**config.mk**
```make
export PLATFORM = sky130hd
export DESIGN_NAME = udp_source_port_packet_filter_top_flat
export DESIGN_NICKNAME = d
export VERILOG_FILES = /design/src/hw/rtl/uspf_pkg.sv /design/src/hw/rtl/uspf_if.sv /design/src/hw/rtl/udp_source_port_packet_filter_top.sv /design/src/hw/rtl/uspf_front.sv /design/src/hw/rtl/uspf_queue.sv /design/src/hw/rtl/uspf_back.sv /design/src/flat_wrapper.sv
export SDC_FILE = /design/constraint.sdc
export NUM_CORES = 1
export LEC_CHECK = 0
export ABC_AREA = 1
export BUFFER_PORTS_ARGS = -buffer_cell sky130_fd_sc_hd__buf_2
export CORE_MARGIN = 4
export CORE_UTILIZATION = 40
export DETAILED_ROUTE_END_ITERATION = 10
export PLACE_DENSITY = 0.62
export SLEW_MARGIN = 20
export SYNTH_ARGS = -nofsm -noshare
export SYNTH_HDL_FRONTEND = slang
export SYNTH_HIERARCHICAL = 1
export SYNTH_SLANG_ARGS = --single-unit
```
**constraint.sdc**
```tcl
create_clock -name clk -period 10.5 [get_ports clk]
set_input_delay 1.05 -clock clk [delete_from_list [all_inputs] [get_ports clk]]
set_output_delay 1.05 -clock clk [all_outputs]
set_load 0.01 [all_outputs]
```
**src/hw/rtl/uspf_pkg.sv**
```systemverilog
// ----------------------------------------------------------------------------
// uspf_pkg
// Shared types and constants for the udp source port packet filter.
// ----------------------------------------------------------------------------
package uspf_pkg;

  // default sizing
  localparam int MAX_PAYLOAD_BYTES_DEF = 512;
  localparam int POSITION_BITS_DEF     = 16;

  // queue between front and back
  localparam int QUEUE_DEPTH = 4;
  localparam int QUEUE_AW    = $clog2(QUEUE_DEPTH);

  // field widths
  localparam int BYTE_W         = 8;
  localparam int FAMILY_W       = 2;
  localparam int KIND_W         = 2;
  localparam int PAYLOAD_SIZE_W = 10;
  localparam int PORT_W         = 16;
  localparam int PROTO_W        = 8;
  localparam int OFFSET_W       = 6;
  localparam int CFG_DATA_W     = 32;
  localparam int CFG_ADDR_W     = 3;

  // register reset values
  localparam logic [PORT_W-1:0]  MATCH_PORT_RST  = 16'd53;
  localparam logic [PROTO_W-1:0] MATCH_PROTO_RST = 8'd17;

  // register indexes (paddr bit 2)
  localparam logic REG_MATCH_PORT  = 1'b0;
  localparam logic REG_MATCH_PROTO = 1'b1;

  // result kinds
  localparam logic [KIND_W-1:0] KIND_BYTE    = 2'd0;
  localparam logic [KIND_W-1:0] KIND_COMMIT  = 2'd1;
  localparam logic [KIND_W-1:0] KIND_DISCARD = 2'd2;

  // address families
  localparam logic [FAMILY_W-1:0] FAM_IPV4 = 2'd0;
  localparam logic [FAMILY_W-1:0] FAM_IPV6 = 2'd1;

  // header geometry
  localparam logic [OFFSET_W-1:0] IPV6_OFFSET    = 6'd40;
  localparam int                  IPV4_HDR_LEN   = 20;
  localparam int                  IPV6_HDR_LEN   = 40;
  localparam int                  UDP_HDR_LEN    = 8;
  localparam int                  IPV4_PROTO_POS = 9;
  localparam int                  IPV6_PROTO_POS = 6;

  // classified item handed from front to back
  typedef struct packed {
    logic                      emit_byte;
    logic [BYTE_W-1:0]         data;
    logic                      emit_close;
    logic                      commit;
    logic [PAYLOAD_SIZE_W-1:0] size;
  } uspf_entry_t;

  // queue status seen by both sides
  typedef struct packed {
    logic full;
    logic empty;
  } uspf_qstat_t;

endpackage

```
**src/hw/rtl/uspf_if.sv**
```systemverilog
// ----------------------------------------------------------------------------
// uspf_if
// Valid/ready channels for packet bytes in and filter results out.
// ----------------------------------------------------------------------------
interface uspf_in_if;
  import uspf_pkg::*;

  logic                valid;
  logic                ready;
  logic [BYTE_W-1:0]   pkt_byte;
  logic                first_byte;
  logic                last_byte;
  logic [FAMILY_W-1:0] addr_family;
  logic                has_socket;

  modport source (
    output valid, pkt_byte, first_byte, last_byte, addr_family, has_socket,
    input  ready
  );
  modport sink (
    input  valid, pkt_byte, first_byte, last_byte, addr_family, has_socket,
    output ready
  );
endinterface

interface uspf_out_if;
  import uspf_pkg::*;

  logic                      valid;
  logic                      ready;
  logic [KIND_W-1:0]         kind;
  logic [BYTE_W-1:0]         out_byte;
  logic [PAYLOAD_SIZE_W-1:0] payload_size;
  logic                      end_of_packet;

  modport source (
    output valid, kind, out_byte, payload_size, end_of_packet,
    input  ready
  );
  modport sink (
    input  valid, kind, out_byte, payload_size, end_of_packet,
    output ready
  );
endinterface

```
**src/hw/rtl/udp_source_port_packet_filter_top.sv**
```systemverilog
// Results of an accepted item pass through the queue and then the registered output stage.
// Throughput: one packet byte per cycle while the queue is not full; a final byte that also
//   carries a payload byte yields two results, absorbed by the 4-entry queue.
// Output rate is one result per cycle while out_ch.ready is high, set by the registered output stage.
// Reset: synchronous active-low rst_n clears packet state, queue and output valid,
//   and sets match_source_port to 53 and match_protocol to 17.
// ----------------------------------------------------------------------------
// udp_source_port_packet_filter_top
// UDP source port filter over a byte stream of IPv4/IPv6 packets.
// ----------------------------------------------------------------------------
module udp_source_port_packet_filter_top #(
  parameter int MAX_PAYLOAD_BYTES = uspf_pkg::MAX_PAYLOAD_BYTES_DEF,
  parameter int POSITION_BITS     = uspf_pkg::POSITION_BITS_DEF
) (
  input  logic                            clk,
  input  logic                            rst_n,
  uspf_in_if.sink                         in_ch,
  uspf_out_if.source                      out_ch,
  input  logic                            psel,
  input  logic                            penable,
  input  logic                            pwrite,
  input  logic [uspf_pkg::CFG_ADDR_W-1:0] paddr,
  input  logic [uspf_pkg::CFG_DATA_W-1:0] pwdata,
  output logic [uspf_pkg::CFG_DATA_W-1:0] prdata,
  output logic                            pready
);
  import uspf_pkg::*;

  logic        q_push, q_pop;
  uspf_entry_t q_in, q_head;
  uspf_qstat_t q_stat;

  // classify
  uspf_front #(
    .MAX_PAYLOAD_BYTES (MAX_PAYLOAD_BYTES),
    .POSITION_BITS     (POSITION_BITS)
  ) u_front (
    .clk        (clk),
    .rst_n      (rst_n),
    .in_ch      (in_ch),
    .psel       (psel),
    .penable    (penable),
    .pwrite     (pwrite),
    .paddr      (paddr),
    .pwdata     (pwdata),
    .prdata     (prdata),
    .pready     (pready),
    .qstat      (q_stat),
    .push       (q_push),
    .push_entry (q_in)
  );

  // decouple
  uspf_queue u_queue (
    .clk        (clk),
    .rst_n      (rst_n),
    .push       (q_push),
    .push_entry (q_in),
    .pop        (q_pop),
    .head       (q_head),
    .qstat      (q_stat)
  );

  // emit results
  uspf_back u_back (
    .clk    (clk),
    .rst_n  (rst_n),
    .head   (q_head),
    .qstat  (q_stat),
    .pop    (q_pop),
    .out_ch (out_ch)
  );

  // front never pushes into a full queue
  a_no_overflow: assert property (@(posedge clk) disable iff (!rst_n)
    q_push |-> !q_stat.full)
    else $error("item pushed into full queue");

  // back never pops an empty queue
  a_no_underflow: assert property (@(posedge clk) disable iff (!rst_n)
    q_pop |-> !q_stat.empty)
    else $error("item popped from empty queue");

  // only closing results end a packet, and only commit results carry a size
  a_eop_kind: assert property (@(posedge clk) disable iff (!rst_n)
    out_ch.valid |-> (out_ch.end_of_packet == (out_ch.kind != KIND_BYTE)) &&
                     ((out_ch.kind == KIND_COMMIT) || (out_ch.payload_size == '0)))
    else $error("closing flag or size does not match result kind");

  // reset leaves the queue empty
  a_reset_empty: assert property (@(posedge clk)
    !rst_n |=> q_stat.empty)
    else $error("queue not empty after reset");

endmodule

```
**src/hw/rtl/uspf_front.sv**
```systemverilog
// ----------------------------------------------------------------------------
// uspf_front
// Tracks byte position, captures header fields and classifies each item.
// ----------------------------------------------------------------------------
module uspf_front #(
  parameter int MAX_PAYLOAD_BYTES = uspf_pkg::MAX_PAYLOAD_BYTES_DEF,
  parameter int POSITION_BITS     = uspf_pkg::POSITION_BITS_DEF
) (
  input  logic                                clk,
  input  logic                                rst_n,
  uspf_in_if.sink                             in_ch,
  input  logic                                psel,
  input  logic                                penable,
  input  logic                                pwrite,
  input  logic [uspf_pkg::CFG_ADDR_W-1:0]     paddr,
  input  logic [uspf_pkg::CFG_DATA_W-1:0]     pwdata,
  output logic [uspf_pkg::CFG_DATA_W-1:0]     prdata,
  output logic                                pready,
  input  uspf_pkg::uspf_qstat_t               qstat,
  output logic                                push,
  output uspf_pkg::uspf_entry_t               push_entry
);
  import uspf_pkg::*;

  localparam int PW    = POSITION_BITS;
  localparam int CNT_W = $clog2(MAX_PAYLOAD_BYTES + 1);
  localparam int LW    = (PW + 1 > 17) ? PW + 1 : 17;
  localparam logic [PW-1:0]    POS_LIMIT = {PW{1'b1}};
  localparam logic [CNT_W-1:0] MAX_CNT   = CNT_W'(MAX_PAYLOAD_BYTES);

  // configuration registers
  logic [PORT_W-1:0]  match_port_r;
  logic [PROTO_W-1:0] match_proto_r;
  logic               cfg_wr;

  // packet state
  logic [PW-1:0]       pos_r, pos_nxt;
  logic [FAMILY_W-1:0] fam_r, fam_nxt;
  logic                sock_r, sock_nxt;
  logic [OFFSET_W-1:0] toff_r, toff_nxt;
  logic [PROTO_W-1:0]  proto_r, proto_nxt;
  logic [PORT_W-1:0]   sport_r, sport_nxt;
  logic [15:0]         ulen_r, ulen_nxt;
  logic [CNT_W-1:0]    pcnt_r, pcnt_nxt;
  logic                povf_r, povf_nxt;

  // per-item working values
  logic                accept;
  logic [BYTE_W-1:0]   b;
  logic [PW-1:0]       p;
  logic [FAMILY_W-1:0] cur_fam;
  logic                cur_sock;
  logic [OFFSET_W-1:0] cur_toff;
  logic [PROTO_W-1:0]  cur_proto;
  logic [PORT_W-1:0]   cur_sport;
  logic [15:0]         cur_ulen;
  logic [CNT_W-1:0]    cur_pcnt;
  logic                cur_povf;
  logic                is_v4, is_v6, known;
  logic [LW-1:0]       p_ext, off_ext, len;
  logic                pay_zone, room, emit_byte, drop;
  logic [LW-1:0]       hdr_len;

  // apb register port
  assign pready = 1'b1;
  assign cfg_wr = psel && penable && pwrite && pready;

  always_ff @(posedge clk) begin
    if (!rst_n) begin
      match_port_r  <= MATCH_PORT_RST;
      match_proto_r <= MATCH_PROTO_RST;
    end else if (cfg_wr) begin
      case (paddr[2])
        REG_MATCH_PORT:  match_port_r  <= pwdata[PORT_W-1:0];
        REG_MATCH_PROTO: match_proto_r <= pwdata[PROTO_W-1:0];
        default: ;
      endcase
    end
  end

  always_comb begin
    case (paddr[2])
      REG_MATCH_PORT:  prdata = CFG_DATA_W'(match_port_r);
      REG_MATCH_PROTO: prdata = CFG_DATA_W'(match_proto_r);
      default:         prdata = '0;
    endcase
  end

  // handshake
  assign in_ch.ready = !qstat.full;
  assign accept      = in_ch.valid && in_ch.ready;
  assign b           = in_ch.pkt_byte;

  // state seen by this item, cleared when a packet starts
  always_comb begin
    if (in_ch.first_byte) begin
      cur_fam   = in_ch.addr_family;
      cur_sock  = in_ch.has_socket;
      cur_toff  = (in_ch.addr_family == FAM_IPV6) ? IPV6_OFFSET : '0;
      cur_proto = '0;
      cur_sport = '0;
      cur_ulen  = '0;
      cur_pcnt  = '0;
      cur_povf  = 1'b0;
      p         = '0;
    end else begin
      cur_fam   = fam_r;
      cur_sock  = sock_r;
      cur_toff  = toff_r;
      cur_proto = proto_r;
      cur_sport = sport_r;
      cur_ulen  = ulen_r;
      cur_pcnt  = pcnt_r;
      cur_povf  = povf_r;
      p         = pos_r;
    end
  end

  // field capture by position
  always_comb begin
    is_v4 = (cur_fam == FAM_IPV4);
    is_v6 = (cur_fam == FAM_IPV6);
    known = is_v4 || is_v6;

    toff_nxt = (is_v4 && p == '0) ? {b[3:0], 2'b00} : cur_toff;
    p_ext    = LW'(p);
    off_ext  = LW'(toff_nxt);

    proto_nxt = cur_proto;
    if (known && ((is_v4 && p == PW'(IPV4_PROTO_POS)) ||
                  (is_v6 && p == PW'(IPV6_PROTO_POS)))) begin
      proto_nxt = b;
    end

    sport_nxt = cur_sport;
    ulen_nxt  = cur_ulen;
    if (known) begin
      if (p_ext == off_ext)              sport_nxt[15:8] = b;
      if (p_ext == off_ext + LW'(1))     sport_nxt[7:0]  = b;
      if (p_ext == off_ext + LW'(4))     ulen_nxt[15:8]  = b;
      if (p_ext == off_ext + LW'(5))     ulen_nxt[7:0]   = b;
    end

    // payload streaming up to the size limit
    pay_zone  = known && (p_ext >= off_ext + LW'(UDP_HDR_LEN));
    room      = cur_pcnt < MAX_CNT;
    emit_byte = pay_zone && room;
    pcnt_nxt  = cur_pcnt + CNT_W'(emit_byte);
    povf_nxt  = cur_povf || (pay_zone && !room);
  end

  // verdict on the final byte
  always_comb begin
    len     = p_ext + LW'(1);
    hdr_len = is_v6 ? LW'(IPV6_HDR_LEN) : LW'(IPV4_HDR_LEN);
    drop    = !cur_sock || !known || (p == POS_LIMIT) || (len < hdr_len) ||
              (proto_nxt != match_proto_r) ||
              (len < off_ext + LW'(UDP_HDR_LEN)) ||
              (sport_nxt != match_port_r) || ulen_nxt[15] ||
              (len < off_ext + LW'(ulen_nxt)) || povf_nxt;
  end

  // queue entry
  always_comb begin
    push                  = accept && (emit_byte || in_ch.last_byte);
    push_entry.emit_byte  = emit_byte;
    push_entry.data       = b;
    push_entry.emit_close = in_ch.last_byte;
    push_entry.commit     = !drop;
    push_entry.size       = PAYLOAD_SIZE_W'(pcnt_nxt);
  end

  // next packet state
  always_comb begin
    fam_nxt  = cur_fam;
    sock_nxt = cur_sock;
    pos_nxt  = (p < POS_LIMIT) ? p + PW'(1) : p;
    if (in_ch.last_byte) begin
      fam_nxt   = '0;
      sock_nxt  = 1'b0;
      pos_nxt   = '0;
    end
  end

  always_ff @(posedge clk) begin
    if (!rst_n) begin
      pos_r   <= '0;
      fam_r   <= '0;
      sock_r  <= 1'b0;
      toff_r  <= '0;
      proto_r <= '0;
      sport_r <= '0;
      ulen_r  <= '0;
      pcnt_r  <= '0;
      povf_r  <= 1'b0;
    end else if (accept) begin
      pos_r  <= pos_nxt;
      fam_r  <= fam_nxt;
      sock_r <= sock_nxt;
      if (in_ch.last_byte) begin
        toff_r  <= '0;
        proto_r <= '0;
        sport_r <= '0;
        ulen_r  <= '0;
        pcnt_r  <= '0;
        povf_r  <= 1'b0;
      end else begin
        toff_r  <= toff_nxt;
        proto_r <= proto_nxt;
        sport_r <= sport_nxt;
        ulen_r  <= ulen_nxt;
        pcnt_r  <= pcnt_nxt;
        povf_r  <= povf_nxt;
      end
    end
  end

endmodule

```
**src/hw/rtl/uspf_queue.sv**
```systemverilog
// ----------------------------------------------------------------------------
// uspf_queue
// Small first-in first-out queue of classified items between front and back.
// ----------------------------------------------------------------------------
module uspf_queue (
  input  logic                  clk,
  input  logic                  rst_n,
  input  logic                  push,
  input  uspf_pkg::uspf_entry_t push_entry,
  input  logic                  pop,
  output uspf_pkg::uspf_entry_t head,
  output uspf_pkg::uspf_qstat_t qstat
);
  import uspf_pkg::*;

  uspf_entry_t         slot_r [QUEUE_DEPTH];
  logic [QUEUE_AW-1:0] wr_ptr_r, rd_ptr_r;
  logic [QUEUE_AW:0]   count_r, count_nxt;
  logic                do_push, do_pop;

  assign qstat.full  = (count_r == (QUEUE_AW + 1)'(QUEUE_DEPTH));
  assign qstat.empty = (count_r == '0);
  assign do_push     = push && !qstat.full;
  assign do_pop      = pop && !qstat.empty;
  assign head        = slot_r[rd_ptr_r];

  // occupancy
  always_comb begin
    count_nxt = count_r;
    if (do_push && !do_pop) count_nxt = count_r + (QUEUE_AW + 1)'(1);
    if (do_pop && !do_push) count_nxt = count_r - (QUEUE_AW + 1)'(1);
  end

  // pointers and count
  always_ff @(posedge clk) begin
    if (!rst_n) begin
      wr_ptr_r <= '0;
      rd_ptr_r <= '0;
      count_r  <= '0;
    end else begin
      if (do_push) wr_ptr_r <= wr_ptr_r + QUEUE_AW'(1);
      if (do_pop)  rd_ptr_r <= rd_ptr_r + QUEUE_AW'(1);
      count_r <= count_nxt;
    end
  end

  // storage
  always_ff @(posedge clk) begin
    if (do_push) slot_r[wr_ptr_r] <= push_entry;
  end

endmodule

```
**src/hw/rtl/uspf_back.sv**
```systemverilog
// ----------------------------------------------------------------------------
// uspf_back
// Turns queued items into result items through a registered output stage.
// ----------------------------------------------------------------------------
module uspf_back (
  input  logic                  clk,
  input  logic                  rst_n,
  input  uspf_pkg::uspf_entry_t head,
  input  uspf_pkg::uspf_qstat_t qstat,
  output logic                  pop,
  uspf_out_if.source            out_ch
);
  import uspf_pkg::*;

  logic                      out_valid_r, out_valid_nxt;
  logic [KIND_W-1:0]         kind_r, kind_nxt;
  logic [BYTE_W-1:0]         byte_r, byte_nxt;
  logic [PAYLOAD_SIZE_W-1:0] size_r, size_nxt;
  logic                      eop_r, eop_nxt;
  logic                      byte_done_r, byte_done_nxt;
  logic                      load;

  assign load = !out_valid_r || out_ch.ready;

  // pick the next result: payload byte first, then the closing verdict
  always_comb begin
    pop           = 1'b0;
    out_valid_nxt = out_valid_r && !out_ch.ready;
    byte_done_nxt = byte_done_r;
    kind_nxt      = kind_r;
    byte_nxt      = byte_r;
    size_nxt      = size_r;
    eop_nxt       = eop_r;
    if (load && !qstat.empty) begin
      out_valid_nxt = 1'b1;
      if (head.emit_byte && !byte_done_r) begin
        kind_nxt      = KIND_BYTE;
        byte_nxt      = head.data;
        size_nxt      = '0;
        eop_nxt       = 1'b0;
        pop           = !head.emit_close;
        byte_done_nxt = head.emit_close;
      end else begin
        kind_nxt      = head.commit ? KIND_COMMIT : KIND_DISCARD;
        byte_nxt      = '0;
        size_nxt      = head.commit ? head.size : '0;
        eop_nxt       = 1'b1;
        pop           = 1'b1;
        byte_done_nxt = 1'b0;
      end
    end
  end

  // control
  always_ff @(posedge clk) begin
    if (!rst_n) begin
      out_valid_r <= 1'b0;
      byte_done_r <= 1'b0;
    end else begin
      out_valid_r <= out_valid_nxt;
      byte_done_r <= byte_done_nxt;
    end
  end

  // output payload
  always_ff @(posedge clk) begin
    kind_r <= kind_nxt;
    byte_r <= byte_nxt;
    size_r <= size_nxt;
    eop_r  <= eop_nxt;
  end

  assign out_ch.valid         = out_valid_r;
  assign out_ch.kind          = kind_r;
  assign out_ch.out_byte      = byte_r;
  assign out_ch.payload_size  = size_r;
  assign out_ch.end_of_packet = eop_r;

endmodule

```
**src/flat_wrapper.sv**
```systemverilog
// flat-port wrapper written by rule: the top's interface ports become plain ports
module udp_source_port_packet_filter_top_flat import uspf_pkg::*;
#(
  parameter int MAX_PAYLOAD_BYTES = uspf_pkg::MAX_PAYLOAD_BYTES_DEF,
  parameter int POSITION_BITS     = uspf_pkg::POSITION_BITS_DEF
)
  (clk, rst_n, psel, penable, pwrite, paddr, pwdata, prdata, pready, in_ch_valid, in_ch_pkt_byte, in_ch_first_byte, in_ch_last_byte, in_ch_addr_family, in_ch_has_socket, in_ch_ready, out_ch_valid, out_ch_kind, out_ch_out_byte, out_ch_payload_size, out_ch_end_of_packet, out_ch_ready);
  uspf_in_if in_ch_i ();
  uspf_out_if out_ch_i ();
  input  logic clk;
  input  logic rst_n;
  input  logic psel;
  input  logic penable;
  input  logic pwrite;
  input  logic [uspf_pkg::CFG_ADDR_W-1:0] paddr;
  input  logic [uspf_pkg::CFG_DATA_W-1:0] pwdata;
  output logic [uspf_pkg::CFG_DATA_W-1:0] prdata;
  output logic pready;
  input wire logic [$bits(in_ch_i.valid)-1:0] in_ch_valid;
  input wire logic [$bits(in_ch_i.pkt_byte)-1:0] in_ch_pkt_byte;
  input wire logic [$bits(in_ch_i.first_byte)-1:0] in_ch_first_byte;
  input wire logic [$bits(in_ch_i.last_byte)-1:0] in_ch_last_byte;
  input wire logic [$bits(in_ch_i.addr_family)-1:0] in_ch_addr_family;
  input wire logic [$bits(in_ch_i.has_socket)-1:0] in_ch_has_socket;
  output wire logic [$bits(in_ch_i.ready)-1:0] in_ch_ready;
  output wire logic [$bits(out_ch_i.valid)-1:0] out_ch_valid;
  output wire logic [$bits(out_ch_i.kind)-1:0] out_ch_kind;
  output wire logic [$bits(out_ch_i.out_byte)-1:0] out_ch_out_byte;
  output wire logic [$bits(out_ch_i.payload_size)-1:0] out_ch_payload_size;
  output wire logic [$bits(out_ch_i.end_of_packet)-1:0] out_ch_end_of_packet;
  input wire logic [$bits(out_ch_i.ready)-1:0] out_ch_ready;
  assign in_ch_i.valid = in_ch_valid;
  assign in_ch_i.pkt_byte = in_ch_pkt_byte;
  assign in_ch_i.first_byte = in_ch_first_byte;
  assign in_ch_i.last_byte = in_ch_last_byte;
  assign in_ch_i.addr_family = in_ch_addr_family;
  assign in_ch_i.has_socket = in_ch_has_socket;
  assign in_ch_ready = in_ch_i.ready;
  assign out_ch_valid = out_ch_i.valid;
  assign out_ch_kind = out_ch_i.kind;
  assign out_ch_out_byte = out_ch_i.out_byte;
  assign out_ch_payload_size = out_ch_i.payload_size;
  assign out_ch_end_of_packet = out_ch_i.end_of_packet;
  assign out_ch_i.ready = out_ch_ready;
  udp_source_port_packet_filter_top #(.MAX_PAYLOAD_BYTES(MAX_PAYLOAD_BYTES), .POSITION_BITS(POSITION_BITS)) u_core (.clk(clk), .rst_n(rst_n), .in_ch(in_ch_i), .out_ch(out_ch_i), .psel(psel), .penable(penable), .pwrite(pwrite), .paddr(paddr), .pwdata(pwdata), .prdata(prdata), .pready(pready));
endmodule
```
==> impl_metrics.yaml, run 1 <==
logic_synthesis:
  synth_top_area_cell: "edfxtp_1"
  synth_top_area_share_pct: 24.9
  syn_area_sq_um: 12700
  yosys_register_bits: 216
  synth_ff_type: "dfxtp_1"
  async_reset_ff_share_pct: 0
  synth_enable_flop_cells: 105
  yosysUniqueCellTypes: 49
  yosysSeqAreaShare_pct: 42.4
  syn_avg_cell_area_sq_um: 7.73
  yosysWarnings: 6
  syn_inst: 1639
  yosys-top-cells-area: "edfxtp_1 (25%), dfxtp_1 (18%), nand2_1 (11%)"
setup_path:
  cp_common_cell: "nand2_1"
  r2r-start: "u_core/u_front/pos_r[0]"
  timing.rr.end: "u_core/u_queue/slot_r[2][10]"
  path_buf_inv: 6
  worstSetupEndpointType: "register"
  crit_cells: 43
  cp-start-kind: "input pin"
  slowest_stage: "buf_4"
  regToRegSetupSlack_ns: 3.40
  critical_path.max_fanout: 48
  cp_slowest_stage_delay_ns: 0.49
  reg2reg_depth: 42
  cp_top_family: "simple AND/OR/NAND/NOR gates"
  crit_type: "input pin to register"
  cp.arrival_ns: 8.47
  crit_path_start: "in_ch_first_byte"
  cp.required_ns: 10.84
  crit_end: "u_core/u_queue/slot_r[2][10]"
global_routing:
  grt_pass1_vias: 9877
  globalRoute.totalOverflow: 0
  grt_usage_pct: 18.1
  grt_max_degree: 79
  grt_pass1_wl_um: 51200
  grt_antenna_before_repair: 0
routing:
  vias: 10700
  drtPass1Iterations: 6
  routedWlPerCell_um: 15.1
  drt-total-wl_um: 31600
  drc: 0
  drt_iter0_drc: 910
  viasPerCell: 5.11
  ant_nets: 0
finish:
  nets: 1787
  drive_gt1_share_pct: 12.6
  syn_to_final_growth_pct: 10.2
  design_area_sq_um: 14000
  num-fill-cells: 3098
  stdcell_count: 2092
sta:
  rsz0062_at_grt: "false"
  skew_ns: 0.0137
  fmax_ghz: 0.123
  slew_viol_final: 0
  fin_setup_tns_ns: 0
  worst-slew-pin-transition_ns: 0.922
  fin_crit_sh_pct: 77.5
  period_minus_slack_ns: 8.14
  slew_headroom_pct: 38.3
  finalSetupViolations: 0
  hold_viol: 0
cts:
  htreeDepth: 1
  clk_latency_ns: 0.53
  cts_tree: "yes"
  clockBufferDepth: 3
  post_cts_buffers: 0
  ctsRootBufferMaster: "clkbuf_16"
  cts_hold_repair.buffers: 0
  clkTransAtPathRegs_ns: 0.06
  clock_sinks: 216
  cts_made_buffers: 25
  cts_repair_resize_count: 0
floorplan:
  coreArea_sq_um: 30900
  die_w_um: 186
  die_area_sq_um: 34600
  start_util_pct: 41.0
  rows: 64
  ios: 111
  die_height_um: 186
worst_hold_path:
  hold_class: "register to register"
placed_design:
  place_inst: 2045
  place_congestion: 0.895
  placed_area_sq_um: 13100
  portBuffers: 75
  dp_hpwl_um: 21700
run:
  maxCapViolations: 0
pwr:
  ir_drop_v: 0.000122
  power_density_nw_per_um2: 175
  leakagePower_nw: 5.87
status:
  status: "finished clean"
==> layout by cell type, fill, tap and decap left out, drive strengths merged <==
cell and instances:
bufinv 2, o211ai 1, a2bb2oi 1, nand3b 6, a21oi 126, o21ba 1
buf 85, nand4 31, or2 1, nand3 117, dfxtp 111, diode 1
o22ai 21, mux2i 1, conb 17, and3 1, a21boi 1, nor4 2
nor3 8, xor2 18, fa 2, clkbuf 32, nand2 409, inv 199
clkinv 10, a21o 1, edfxtp 105, o21bai 3, nor2 193, xnor2 9
o21ai 126, and2 1, ha 54
==> worst reg2reg max path: cells and delay by family, from the launching register on <==
family / cells / cell delay (ns)
compound gates: 4 / 0.81
xor+xnor: 1 / 0.20
fa+ha+maj: 5 / 1.28
buf+inv: 5 / 0.59
flops: 1 / 0.35
simple gates: 27 / 3.69
==> registers in the layout, indices dropped and copies added (netlist names), 2 cells and up, named ones only <==
name                               cells
u_core/u_front/ulen_r                 16
u_core/u_front/fam_r                   2
u_core/u_front/proto_r                 8
u_core/u_queue/count_r                 3
u_core/u_front/pos_r                  16
u_core/u_front/sport_r                16
u_core/u_front/match_port_r           16
u_core/u_front/match_proto_r           8
u_core/u_front/pcnt_r                 10
u_core/u_front/toff_r                  6
u_core/u_back/out_ch.out_byte          8
u_core/u_queue/slot_r                 84
u_core/u_back/out_ch.kind              2
u_core/u_back/out_ch.payload_size     10
u_core/u_queue/wr_ptr_r                2
u_core/u_queue/rd_ptr_r                2
==> synth_stat cells, types with 2 or more instances <==
cell type / instances
nand3_2: 3
nand3_1: 110
nor2_1: 176
buf_6: 16
xnor2_1: 7
clkbuf_1: 29
a21oi_1: 126
nor2_8: 3
inv_1: 187
nor4_1: 2
o21ai_4: 2
nor3_1: 6
nor2_4: 7
xor2_1: 18
ha_1: 54
conb_1: 2
nand4_1: 28
xnor2_2: 2
o21ai_1: 30
buf_4: 30
nand4_2: 3
nand2_4: 6
nor2_2: 7
buf_1: 9
nand2_1: 385
nor3_2: 2
dfxtp_1: 111
buf_2: 6
nand2_2: 18
fa_1: 2
o21ai_0: 82
edfxtp_1: 105
o21bai_1: 3
o21ai_2: 12
nand3_4: 4
nand3b_1: 6
inv_2: 8
o22ai_1: 21
==> cell type report <==
type | count | area, sq um | share of cell area (%)
clock inverters | 14 | 144 | 1.03
inverters | 197 | 747 | 5.35
clock buffers | 32 | 702 | 5.03
multi-input cells | 1151 | 6040 | 43.3
well taps | 396 | 495 | 3.55
diodes | 1 | 2.50 | 0.0179
flip-flops and latches | 216 | 5380 | 38.5
repair buffers | 85 | 450 | 3.23
==> where the power goes <==
| group | internal (mW) | switching (mW) |
|---|---|---|
| logic | 0.163 | 0.392 |
| clock network | 0.525 | 0.353 |
| registers | 0.990 | 0.0246 |
==> how the worst min path moves through the flow <==
stage,start,end,slack [ns],cells past startpoint
6_report,u_core/u_front/toff_r[5],u_core/u_front/toff_r[5],0.46,2
5_1_grt,u_core/u_front/sport_r[15],u_core/u_front/sport_r[15],0.48,2
4_1_cts,u_core/u_front/toff_r[0],u_core/u_front/toff_r[0],0.46,2
3_5_place_dp,u_core/u_front/toff_r[0],u_core/u_front/toff_r[0],0.46,2
3_3_place_gp,u_core/u_front/toff_r[5],u_core/u_front/toff_r[5],0.45,2
2_1_floorplan,u_core/u_front/toff_r[3],u_core/u_front/toff_r[3],0.44,2
==> kinds of logic after synthesis <==
kind of cell | count (synthesis) | synth area share, %
other | 2 | 0.0593
XOR/XNOR | 27 | 1.99
buffers and inverters | 287 | 10.5
adder cells (fa/ha/maj) | 56 | 5.65
AO/OA/AOI/OAI | 281 | 12.0
AND/OR/NAND/NOR | 769 | 27.3
flip-flops | 216 | 42.4
multiplexers | 1 | 0.0790
==> stage by stage <==
step	worst slack (ns)	util (%)	hold WS, ns	total power [mW]
2_1_floorplan	3.42	-	0.442	1.47
3_3_place_gp	1.95	42.4	0.449	1.58
3_5_place_dp	1.85	42.4	0.456	1.59
4_1_cts	2.36	45.2	0.464	2.47
5_1_grt	1.51	45.2	0.477	2.59
6_report	2.36	45.2	0.463	2.45
==> routing by layer <==
| metal | vias to the layer above | part of all wire (%) | global-route usage, % | wire length, um |
|---|---|---|---|---|
| met2 | 297 | 46 | 30.0 | 14500 |
| met1 | 4926 | 46 | 25.5 | 14700 |
| met5 | - | 0 | 0 | 0 |
| met3 | 43 | 5.9 | 2.79 | 1870 |
| li1 | 5421 | - | - | - |
| met4 | 0 | 1.8 | 3.38 | 565 |
Power figures use the tool's default switching activity.
==> run 2: changes to the inputs <==
--- a/config.mk
+++ b/config.mk
@@ -10,7 +10,7 @@
 export CORE_MARGIN = 4
 export CORE_UTILIZATION = 40
 export DETAILED_ROUTE_END_ITERATION = 10
-export PLACE_DENSITY = 0.62
+export PLACE_DENSITY = 0.64
 export SLEW_MARGIN = 20
 export SYNTH_ARGS = -nofsm -noshare
 export SYNTH_HDL_FRONTEND = slang
==> constraint.sdc (replaced) <==
create_clock -name clk -period 6.65 [get_ports clk]
set_input_delay 0.665 -clock clk [delete_from_list [all_inputs] [get_ports clk]]
set_output_delay 0.665 -clock clk [all_outputs]
set_load 0.01 [all_outputs]
==> run 2 against run 1 <==
  * Critical path type is now register to register
  * Wire length grew 0.82%
  * Sequential cell count stayed put
  * Register-to-register slack got worse by 2.9 ns
==> impl_metrics.yaml, run 2 (synthesis gave the netlist of run 1 again) <==
pwr:
  ir_drop_v: 0.000176
  power_density_nw_per_um2: 269
  power_mw: 3.83
  leakagePower_nw: 6.04
routing:
  routedWlPerCell_um: 15.0
  ant_nets: 0
  drt-total-wl_um: 31900
  drtPass1Iterations: 6
  vias: 10700
  viasPerCell: 5.05
  drt_iter0_drc: 831
  drc: 0
finish:
  fin_util_pct: 46.0
  num-fill-cells: 3057
  design_area_sq_um: 14200
  diodes: 0
  largest_reg_flops: 84
  seq_area_sq_um: 5380
  nets: 1826
  top_register: "u_core/u_queue/slot_r"
  layout_common_cells: "nand2_1 (384), inv_1 (187), nor2_1 (170)"
  final_common_cell: "nand2_1"
  drive_gt1_share_pct: 14.5
  syn_to_final_growth_pct: 12.3
  multiInputGateArea_sq_um: 6050
sta:
  skew_ns: 0.0230
  rsz0062_at_grt: "false"
  period_minus_slack_ns: 6.10
  hold_viol: 0
  worst-slew-pin-transition_ns: 0.910
  slew_viol_final: 0
  fin_crit_sh_pct: 91.8
  fmax_ghz: 0.164
  slew_headroom_pct: 39.3
  worst_slack_ns: 0.546
  fin_setup_tns_ns: 0
  finalSetupViolations: 0
cts:
  htreeDepth: 1
  post_cts_buffers: 0
  clockBufferDepth: 3
  cts_tree: "yes"
  cts_repair_resize_count: 0
  cts_made_buffers: 24
  cts_hold_repair.buffers: 0
  ctsRootBufferMaster: "clkbuf_16"
  clock_sinks: 216
  clkTransAtPathRegs_ns: 0.06
  clk_latency_ns: 0.54
floorplan:
  rows: 64
  die_area_sq_um: 34600
  die_height_um: 186
  coreArea_sq_um: 30900
  ios: 111
  die_w_um: 186
  start_util_pct: 41.0
setup_path:
  worstSetupEndpointType: "register"
  cp-start-kind: "register"
  crit_type: "register to register"
  reg2reg_depth: 45
  cp_slowest_stage_delay_ns: 0.35
  cp.required_ns: 7.00
  slowest_stage: "dfxtp_1"
  regToRegSetupSlack_ns: 0.55
  critical_path.max_fanout: 11
  cp.arrival_ns: 6.45
placed_design:
  pre_cts_ws_ns: -0.0521
  portBuffers: 75
  place_congestion: 0.911
  dp_hpwl_um: 22400
  placed_area_sq_um: 13400
global_routing:
  grt_max_degree: 79
  grt_pass1_vias: 10000
  grt_pass1_wl_um: 50800
  globalRoute.totalOverflow: 0
  grt_antenna_before_repair: 0
  grt_usage_pct: 18.0
run:
  maxCapViolations: 0
worst_hold_path:
  whs_path_depth: 3
  hold_class: "input pin to register"
status:
  status: "finished clean"
-- run 2: cell count changes in the layout (fill, tap and decap cells not counted), sizes merged --
cell | before | now
inv | 199 | 197
diode | 1 | 0
clkinv | 10 | 9
buf | 85 | 125
-- run 2: worst max-delay path, delay by kind of cell, from the launching register on --
family                   cells  cell delay [ns]
flip-flops                   1             0.35
AO/OA/AOI/OAI                2             0.29
AND/OR/NAND/NOR             33             3.57
buffers and inverters        6             0.65
adder cells (fa/ha/maj)      4             1.05
-- run 2: path summary, 6_finish.rpt --
path	to	startpoint
worst max-delay path	u_core/u_queue/slot_r[1][10]	u_core/u_front/pos_r[0]
worst min register to register	u_core/u_front/sport_r[9]	u_core/u_front/sport_r[9]
worst min-delay path	u_core/u_front/match_proto_r[0]	pwdata[0]
worst max register to register	u_core/u_queue/slot_r[1][10]	u_core/u_front/pos_r[0]
-- run 2: layout make-up --
class / instances / share of cell area [%]
Multi-Input combinational cell: 1151 / 42.5
Sequential cell: 216 / 37.8
Clock inverter: 11 / 0.879
Inverter: 197 / 5.25
Clock buffer: 32 / 4.71
Timing Repair Buffer: 125 / 5.36
Tap cell: 396 / 3.48
-- run 2: report_power, final --
group | switching (mW) | internal [mW] | total, mW
sequential | 0.0398 | 1.56 | 1.60
combinational | 0.621 | 0.273 | 0.894
clock | 0.548 | 0.788 | 1.34
total | 1.21 | 2.62 | 3.83
-- run 2: stage by stage --
| stage | hold WS [ns] | std cells |
|---|---|---|
| final | 0.379 | 2128 |
| after global routing | 0.370 | 2128 |
| after CTS | 0.360 | 2128 |
| after detailed placement | 0.455 | 2085 |
| after global placement | 0.451 | 2085 |
| after floorplan | 0.442 | 1654 |
-- run 2: metal layers --
| layer | track usage [%] | share of wire [%] |
|---|---|---|
| met1 | 24.4 | 46 |
| met2 | 30.5 | 47 |
| met5 | 0 | 0 |
| met3 | 2.40 | 4.7 |
| met4 | 4.66 | 2.8 |
